**config.mk**
```make
export PLATFORM = sky130hd
export DESIGN_NAME = positional_list_engine
export DESIGN_NICKNAME = d
export VERILOG_FILES = /design/src/hw/rtl/ple_pkg.sv /design/src/hw/rtl/ple_cell.sv /design/src/hw/rtl/positional_list_engine.sv
export SDC_FILE = /design/constraint.sdc
export NUM_CORES = 2
export LEC_CHECK = 0
export BUFFER_PORTS_ARGS = -buffer_cell sky130_fd_sc_hd__buf_2
export CELL_PAD_IN_SITES_DETAIL_PLACEMENT = 1
export CELL_PAD_IN_SITES_GLOBAL_PLACEMENT = 2
export CORE_UTILIZATION = 42
export CTS_CLUSTER_DIAMETER = 40
export DETAILED_ROUTE_END_ITERATION = 10
export PLACE_DENSITY = 0.79
export SYNTH_ARGS = -nofsm -noshare
export SYNTH_HDL_FRONTEND = slang
export SYNTH_HIERARCHICAL = 1
export SYNTH_SLANG_ARGS = --single-unit
```
**constraint.sdc**
```tcl
create_clock -name clk -period 13.9 [get_ports clk]
set_input_delay 0.695 -clock clk [delete_from_list [all_inputs] [get_ports clk]]
set_output_delay 0.695 -clock clk [all_outputs]
set_load 0.05 [all_outputs]
```
**src/hw/rtl/ple_pkg.sv**
```systemverilog
// Shared constants, codes and types for the positional list engine.
`timescale 1ns / 1ps

package ple_pkg;

	// List size and the widths that follow from it.
	localparam int CAPACITY = 32;
	localparam int LEN_W    = $clog2(CAPACITY + 1);
	localparam int IDX_W    = $clog2(CAPACITY);
	localparam int CMP_W    = ((LEN_W > 6) ? LEN_W : 6) + 1;
	localparam int DATA_W   = 32;

	// Input field widths.
	localparam int CMD_W   = 2;
	localparam int COUNT_W = 6;
	localparam int POS_W   = 6;
	localparam int IN_W    = 48;

	// Command codes.
	localparam logic [CMD_W-1:0] CMD_CREATE = 2'd0;
	localparam logic [CMD_W-1:0] CMD_INSERT = 2'd1;
	localparam logic [CMD_W-1:0] CMD_DELETE = 2'd2;
	localparam logic [CMD_W-1:0] CMD_PRINT  = 2'd3;

	// Status codes.
	localparam logic [1:0] ST_OK      = 2'd0;
	localparam logic [1:0] ST_FULL    = 2'd1;
	localparam logic [1:0] ST_CLAMPED = 2'd2;
	localparam logic [1:0] ST_ABSENT  = 2'd3;

	// Cell chain operations.
	localparam logic [2:0] OP_HOLD = 3'd0;
	localparam logic [2:0] OP_FILL = 3'd1;
	localparam logic [2:0] OP_INS  = 3'd2;
	localparam logic [2:0] OP_DEL  = 3'd3;
	localparam logic [2:0] OP_ROT  = 3'd4;

	// Control broadcast to every cell of the chain.
	typedef struct packed {
		logic [2:0]        op;
		logic [LEN_W-1:0]  pos;
		logic [LEN_W-1:0]  len;
		logic [DATA_W-1:0] value;
	} cell_ctl_t;

endpackage

```
**src/hw/rtl/ple_cell.sv**
```systemverilog
// One storage cell of the list chain, shifting with its neighbors.
`timescale 1ns / 1ps

module ple_cell
	import ple_pkg::*;
(
	input  logic              clk,
	input  logic [IDX_W-1:0]  index,
	input  cell_ctl_t         ctl,
	input  logic [DATA_W-1:0] left_data,
	input  logic [DATA_W-1:0] right_data,
	input  logic [DATA_W-1:0] head_data,
	output logic [DATA_W-1:0] data
);

	logic [DATA_W-1:0] data_q;
	logic [LEN_W:0]    ix;
	logic [LEN_W:0]    ix_next;
	logic [LEN_W:0]    pos_x;
	logic [LEN_W:0]    len_x;

	assign ix      = (LEN_W + 1)'(index);
	assign ix_next = ix + 1'b1;
	assign pos_x   = {1'b0, ctl.pos};
	assign len_x   = {1'b0, ctl.len};
	assign data    = data_q;

	// Each cell decides from its own place which neighbor to take.
	always_ff @(posedge clk) begin
		case (ctl.op)
			OP_FILL: begin
				if (ix < len_x) begin
					data_q <= DATA_W'(index) + 1'b1;
				end
			end
			OP_INS: begin
				if (ix == pos_x) begin
					data_q <= ctl.value;
				end else if (ix > pos_x && ix <= len_x) begin
					data_q <= left_data;
				end
			end
			OP_DEL: begin
				if (ix >= pos_x && ix_next < len_x) begin
					data_q <= right_data;
				end
			end
			OP_ROT: begin
				if (ix_next < len_x) begin
					data_q <= right_data;
				end else if (ix_next == len_x) begin
					data_q <= head_data;
				end
			end
			default: begin
				data_q <= data_q;
			end
		endcase
	end

endmodule

```
**src/hw/rtl/positional_list_engine.sv**
```systemverilog
// Top level of the positional list engine: command decode, print sequencer and cell chain.
// Create, insert and delete update the cell chain on acceptance; their status word is
// presented in the cycle after the command is accepted.
// Print of n elements rotates the chain once per output word, each rotation waiting for the
// output register to be free; the next command waits until the last word is registered.
// A command is taken only when the output register is free or drains in that cycle.
// Reset (arst_n low, asynchronous) empties the list; cell contents are not cleared.
`timescale 1ns / 1ps

module positional_list_engine
	import ple_pkg::*;
(
	input  logic             clk,
	input  logic             arst_n,
	input  logic             s_tvalid,
	output logic             s_tready,
	input  logic [IN_W-1:0]  s_tdata,   // count[5:0], position[11:6], value[43:12], zero pad
	input  logic [CMD_W-1:0] s_tuser,   // command[1:0]
	output logic             m_tvalid,
	input  logic             m_tready,
	output logic [DATA_W-1:0] m_tdata,  // item_value[31:0]
	output logic [3:0]       m_tuser,   // is_element[0], list_empty[1], status[3:2]
	output logic             m_tlast
);

	localparam logic ST_IDLE  = 1'b0;
	localparam logic ST_PRINT = 1'b1;

	logic              state_q;
	logic [LEN_W-1:0]  length_q;
	logic [LEN_W-1:0]  remain_q;
	logic              m_tvalid_q;
	logic [DATA_W-1:0] m_tdata_q;
	logic [3:0]        m_tuser_q;
	logic              m_tlast_q;

	logic [CMD_W-1:0]   cmd;
	logic [COUNT_W-1:0] count;
	logic [POS_W-1:0]   position;
	logic [DATA_W-1:0]  value;
	logic [POS_W-1:0]   idx;
	logic [CMP_W-1:0]   idx_w;
	logic [CMP_W-1:0]   len_w;
	logic [CMP_W-1:0]   cnt_w;
	logic               out_free;
	logic               accept;
	logic               full;
	logic               word_load;

	cell_ctl_t         ctl;
	logic [DATA_W-1:0] cell_data [CAPACITY];

	// Input word unpacking.
	assign cmd      = s_tuser;
	assign count    = s_tdata[5:0];
	assign position = s_tdata[11:6];
	assign value    = s_tdata[43:12];
	assign idx      = (position == '0) ? '0 : position - 1'b1;
	assign idx_w    = CMP_W'(idx);
	assign len_w    = CMP_W'(length_q);
	assign cnt_w    = CMP_W'(count);
	assign full     = (length_q == LEN_W'(CAPACITY));

	// Handshake.
	assign out_free = !m_tvalid_q || m_tready;
	assign s_tready = (state_q == ST_IDLE) && out_free;
	assign accept   = s_tvalid && s_tready;

	// A word enters the output register on every print step and on every
	// accepted command except a print of a non-empty list.
	assign word_load = ((state_q == ST_PRINT) && out_free)
		|| (accept && ((cmd != CMD_PRINT) || (length_q == '0)));

	assign m_tvalid = m_tvalid_q;
	assign m_tdata  = m_tdata_q;
	assign m_tuser  = m_tuser_q;
	assign m_tlast  = m_tlast_q;

	// Chain control for the current cycle.
	always_comb begin
		ctl.op    = OP_HOLD;
		ctl.pos   = '0;
		ctl.len   = length_q;
		ctl.value = value;
		if (state_q == ST_PRINT) begin
			if (out_free) begin
				ctl.op = OP_ROT;
			end
		end else if (accept) begin
			case (cmd)
				CMD_CREATE: begin
					ctl.op  = OP_FILL;
					ctl.len = (cnt_w > CMP_W'(CAPACITY)) ? LEN_W'(CAPACITY) : LEN_W'(count);
				end
				CMD_INSERT: begin
					if (!full) begin
						ctl.op  = OP_INS;
						ctl.pos = (idx_w > len_w) ? length_q : LEN_W'(idx);
					end
				end
				CMD_DELETE: begin
					if (idx_w < len_w) begin
						ctl.op  = OP_DEL;
						ctl.pos = LEN_W'(idx);
					end
				end
				default: begin
					ctl.op = OP_HOLD;
				end
			endcase
		end
	end

	// The chain of cells.
	for (genvar i = 0; i < CAPACITY; i++) begin : g_cell
		ple_cell u_cell (
			.clk        (clk),
			.index      (IDX_W'(i)),
			.ctl        (ctl),
			.left_data  ((i == 0) ? '0 : cell_data[(i == 0) ? 0 : i - 1]),
			.right_data ((i == CAPACITY - 1) ? '0 : cell_data[(i == CAPACITY - 1) ? i : i + 1]),
			.head_data  (cell_data[0]),
			.data       (cell_data[i])
		);
	end

	// Sequencer, list length and output register.
	always_ff @(posedge clk or negedge arst_n) begin
		if (!arst_n) begin
			state_q    <= ST_IDLE;
			length_q   <= '0;
			remain_q   <= '0;
			m_tvalid_q <= 1'b0;
		end else begin
			if (word_load) begin
				m_tvalid_q <= 1'b1;
			end else if (m_tready) begin
				m_tvalid_q <= 1'b0;
			end
			if (state_q == ST_PRINT) begin
				if (out_free) begin
					remain_q <= remain_q - 1'b1;
					if (remain_q == LEN_W'(1)) begin
						state_q <= ST_IDLE;
					end
				end
			end else if (accept) begin
				case (cmd)
					CMD_CREATE: begin
						length_q <= ctl.len;
					end
					CMD_INSERT: begin
						if (!full) begin
							length_q <= length_q + 1'b1;
						end
					end
					CMD_DELETE: begin
						if (idx_w < len_w) begin
							length_q <= length_q - 1'b1;
						end
					end
					default: begin
						if (length_q != '0) begin
							state_q  <= ST_PRINT;
							remain_q <= length_q;
						end
					end
				endcase
			end
		end
	end

	// Output payload.
	always_ff @(posedge clk) begin
		if (state_q == ST_PRINT) begin
			if (out_free) begin
				m_tdata_q <= cell_data[0];
				m_tuser_q <= {ST_OK, 1'b0, 1'b1};
				m_tlast_q <= (remain_q == LEN_W'(1));
			end
		end else if (accept) begin
			m_tdata_q <= '0;
			m_tlast_q <= 1'b1;
			case (cmd)
				CMD_CREATE: begin
					m_tuser_q <= {(cnt_w > CMP_W'(CAPACITY)) ? ST_CLAMPED : ST_OK, 2'b00};
				end
				CMD_INSERT: begin
					m_tuser_q <= {full ? ST_FULL : ST_OK, 2'b00};
				end
				CMD_DELETE: begin
					m_tuser_q <= {(idx_w < len_w) ? ST_OK : ST_ABSENT, 2'b00};
				end
				default: begin
					m_tuser_q <= {ST_OK, 1'b1, 1'b0};
				end
			endcase
		end
	end

	// Checks on the list bookkeeping.
	a_len_bound: assert property (@(posedge clk) disable iff (!arst_n)
		length_q <= LEN_W'(CAPACITY))
		else $error("list length beyond capacity");

	a_print_remain: assert property (@(posedge clk) disable iff (!arst_n)
		state_q == ST_PRINT |-> remain_q != '0 && remain_q <= length_q)
		else $error("print count out of range");

	a_insert_grows: assert property (@(posedge clk) disable iff (!arst_n)
		accept && cmd == CMD_INSERT && !full |=> length_q == LEN_W'($past(length_q) + 1'b1))
		else $error("insert did not grow the list");

	a_print_start: assert property (@(posedge clk) disable iff (!arst_n)
		accept && cmd == CMD_PRINT && length_q != '0 |=> state_q == ST_PRINT && !s_tready)
		else $error("print did not start");

	a_print_len_kept: assert property (@(posedge clk) disable iff (!arst_n)
		state_q == ST_PRINT |=> length_q == $past(length_q))
		else $error("length changed during print");

endmodule

```
==> flow_metrics.tcl <==
set metrics [dict create \
    critical_path.reg2reg.startpoint "length_q[1]" \
    post-route-drc-count 0 \
    synth.top_cells.by_area "sky130_fd_sc_hd__edfxtp_1 39%, sky130_fd_sc_hd__a221o_1 10%, sky130_fd_sc_hd__ha_1 8.6%, sky130_fd_sc_hd__nand2_1 8.5%, sky130_fd_sc_hd__a21oi_1 6.9%" \
    number_of_detailed_route_iterations_in_the_first_pass 6 \
    cts_hold_buf 1 \
    synth-main-ff-cell "sky130_fd_sc_hd__edfxtp_1" \
    clkSlewWorstSetupHoldPaths_ns 0.05 \
    cts_resized 0 \
    synth_cell_types 69 \
    synth_async_sr_flop_share_pct 1.30 \
    period_needed_ns 6.63 \
    cpMaxStageDelayCell "sky130_fd_sc_hd__a311oi_4" \
    endpoint_kind "flop" \
    globalRouteMet2Util_pct 57.8 \
    drtIter0Drc 6021 \
    yosysTopAreaCellShare_pct 38.8 \
    boundary_pin_count 93 \
    antenna_found_initial 18 \
    grt_first_pass_wirelength_mm 500 \
    crit_path_max_fanout 33 \
    cts_tree "done" \
    die_area_sq_um 197000 \
    depth_of_the_worst_register_to_register_path 18 \
    via_count 77300 \
    hold_path_depth 3 \
    netlist.top_cell.by_area "sky130_fd_sc_hd__edfxtp_1" \
    post_synth_inst_count 9117 \
    worst_hold_path.endpoint "m_tvalid" \
    cts_setup_buffers 0 \
    hold_path.class "in -> reg" \
    worst_slew_margin_rel_pct 15.0 \
    most_used_standard_cells_in_the_synthesized_netlist "1854 x sky130_fd_sc_hd__nand2_1, 1125 x sky130_fd_sc_hd__a21oi_1, 1061 x sky130_fd_sc_hd__edfxtp_1, 830 x sky130_fd_sc_hd__a221o_1, 562 x sky130_fd_sc_hd__ha_1" \
    finished_core_util_pct 49.3 \
    worst-slew-pin-transition_ns 1.27 \
    clock-root-buffer "sky130_fd_sc_hd__clkbuf_16" \
    num_rows 161 \
    grt.busiest_layer "met2" \
    port_buffers 88 \
    arrival_ns 7.17 \
    rsz0062_at_grt "false" \
    worstSetupStartpointType "input port" \
    dp_hpwl_mm 230 \
    max-cap-violations 0 \
    cts_made_buffers 224 \
    worst_ir_drop_vdd_mv 0.134 \
    synth-seq-cells 1075 \
    global_route.usage.met3_pct 4.35 \
    outcome "finished, final reports clean" \
    skew_ns 0.0964 \
    ys_seq_area_share_pct 39.2 \
    drt-vias-per-instance 6.18 \
    number_of_synthesized_flops_with_an_enable_pin 1061 \
    critical_path.max_stage_delay_ns 0.88 \
    crit_path_start "s_tdata[6]" \
    final-hold-violation-count 0 \
    count_leader_synth "sky130_fd_sc_hd__nand2_1" \
    max_freq_mhz 151 \
    num-nets-final 10400 \
    finalSetupTns_ns 0 \
    dieWidth_um 444 \
    post_synth.cell_area_avg_sq_um 9.01 \
    antenna_left 0 \
    finalWirelength_mm 332 \
    crit_top_cell "sky130_fd_sc_hd__buf_4" \
    die_height_um 444 \
    worst-r2r-setup-slack_ns 7.58 \
    leakagePower_nw 38.0 \
    timing_worst_setup_path_type "in -> reg" \
    first_global_vias 80900 \
    grtUsageMet1_pct 39.1 \
    worst_hold_slack_ns 0.190 \
    crit_required_ns 14.44 \
    timing.rr.end "g_cell[31].u_cell/data[14]" \
    yosys_warnings 6 \
    timing.critical_path.cells "buf_2 > inv_1 > ha_1 > nor3b_1 > nor3_1 > a21oi_1 > inv_1 > ha_1 > nand2_1 > a211oi_1 > o21ai_0 > a21o_1 > or2_2 > o32ai_4 > buf_4 > buf_4 > inv_1 > ha_1 > nand4b_1 > nor2_2 > buf_4 > o22ai_1 > a311oi_4 > buf_4" \
    pin_count_of_the_biggest_net_entering_global_routing 124 \
    grt.total_usage_pct 32.6 \
    power-per-cell-area_nw_per_um2 238 \
    share_of_layout_cells_above_drive_strength_1_pct 8.22 \
    synthToLayoutAreaGrowth_pct 16.0 \
    layout_worst_path_cycle_share_pct 47.7 \
    insertion_delay_ns 0.89 \
    min_from "s_tvalid" \
    synth_area_sq_um 82200 \
    overflow 0 \
    cts-htree-levels 4 \
    count_of_final_max_slew_check_failures 0 \
    drt-wirelength-per-cell_um 26.6 \
    core_area_sq_um 193000 \
    crit_buf_inv 8 \
    setup_viol 0 \
    start_util_pct 42.5 \
    critPathTopFamily "compound AO/OA/AOI/OAI gates" \
    clock-sinks 1075 \
    gp_congestion 0.857 \
    max-clock-path-buffers 3 \
]
[layout by cell type (no fill, tap or decap), types with 38 or more instances in the layout]
cell,instances
sky130_fd_sc_hd__a21o_1,84
sky130_fd_sc_hd__a21oi_1,1123
sky130_fd_sc_hd__a221o_1,830
sky130_fd_sc_hd__and3_1,216
sky130_fd_sc_hd__buf_2,88
sky130_fd_sc_hd__buf_4,162
sky130_fd_sc_hd__bufinv_16,48
sky130_fd_sc_hd__clkbuf_16,226
sky130_fd_sc_hd__clkinv_2,38
sky130_fd_sc_hd__conb_1,806
sky130_fd_sc_hd__edfxtp_1,1061
sky130_fd_sc_hd__ha_1,562
sky130_fd_sc_hd__inv_1,436
sky130_fd_sc_hd__mux2i_1,202
sky130_fd_sc_hd__nand2_1,1852
sky130_fd_sc_hd__nand2b_1,145
sky130_fd_sc_hd__nand3_1,384
sky130_fd_sc_hd__nor2_1,210
sky130_fd_sc_hd__nor2_2,48
sky130_fd_sc_hd__nor2b_1,49
sky130_fd_sc_hd__nor3_1,97
sky130_fd_sc_hd__o21ai_0,277
sky130_fd_sc_hd__o22ai_1,180
sky130_fd_sc_hd__or2_2,49
sky130_fd_sc_hd__xnor2_1,68
sky130_fd_sc_hd__xor2_1,63
[registers in the layout (all words and copies together), names as in the netlist]
| name | count |
|---|---|
| g_cell.u_cell/data | 1024 |
| length_q | 6 |
| m_tdata | 32 |
| m_tlast | 1 |
| m_tuser | 4 |
| m_tvalid | 1 |
| remain_q | 6 |
| state_q | 1 |
[cell families after synthesis]
group / after synthesis / share of synthesized area (%)
AOI/OAI and AO/OA: 2821 / 24.2
and+or+nand+nor: 3233 / 17.7
adders and majority gates: 563 / 8.58
xor gates and xnor gates: 131 / 1.40
DFF: 1075 / 39.2
buffers and inverters: 1087 / 6.43
muxes: 205 / 2.50
other: 2 / 0.00914
[layer usage]
| layer | share of wire, % | routed length [um] |
|---|---|---|
| met2 | 49 | 164000 |
| met1 | 40 | 134000 |
| met5 | 0.016 | 53 |
| met4 | 4.7 | 15500 |
| met3 | 5.6 | 18500 |
[per-stage QoR]
step                setup slack [ns]  cell area [sq um]  power (W)  cells
global route                    6.78              95300     0.0237  12500
detailed placement              6.30              87100     0.0166  12100
finish                          7.27              95400     0.0227  12500
CTS                             7.23              95300     0.0225  12500
global placement                6.39              87100     0.0162  12100
floorplan                       2.09              85200     0.0135   9921
[worst max path at each step]
stage,end,slack (ns),depth (start not counted)
3_3_place_gp,g_cell[31].u_cell/data[26],6.39,24
4_1_cts,g_cell[31].u_cell/data[14],7.23,24
3_5_place_dp,g_cell[31].u_cell/data[27],6.30,24
6_report,g_cell[31].u_cell/data[14],7.27,24
2_1_floorplan,g_cell[25].u_cell/data[0],2.09,17
5_1_grt,g_cell[31].u_cell/data[14],6.78,24
[worst register-to-register path, delay by kind of cell (launching register included)]
kind,cells,cell delay [ns]
buffers and inverters,6,2.07
AO/OA/AOI/OAI,6,2.02
flip-flops,1,0.45
AND/OR/NAND/NOR,4,0.79
adder cells (fa/ha/maj),2,0.63
[power by group]
part | switching (W) | internal (W) | total [W]
Combinational | 0.00630 | 0.00316 | 0.00946
Sequential | 0.00116 | 0.00619 | 0.00735
Clock | 0.00199 | 0.00387 | 0.00586
Total | 0.00945 | 0.0132 | 0.0227
[final cells by class]
type                    count  area, sq um
diodes                     14         35.0
clock buffers             244         5720
clock inverters           181         2450
fillers                 22200        98000
inverters                 438         1650
multi-input cells        7759        48400
flip-flops and latches   1075        32200
well taps                2526         3160
repair buffers            256         1770
Power figures use the tool's default switching activity.
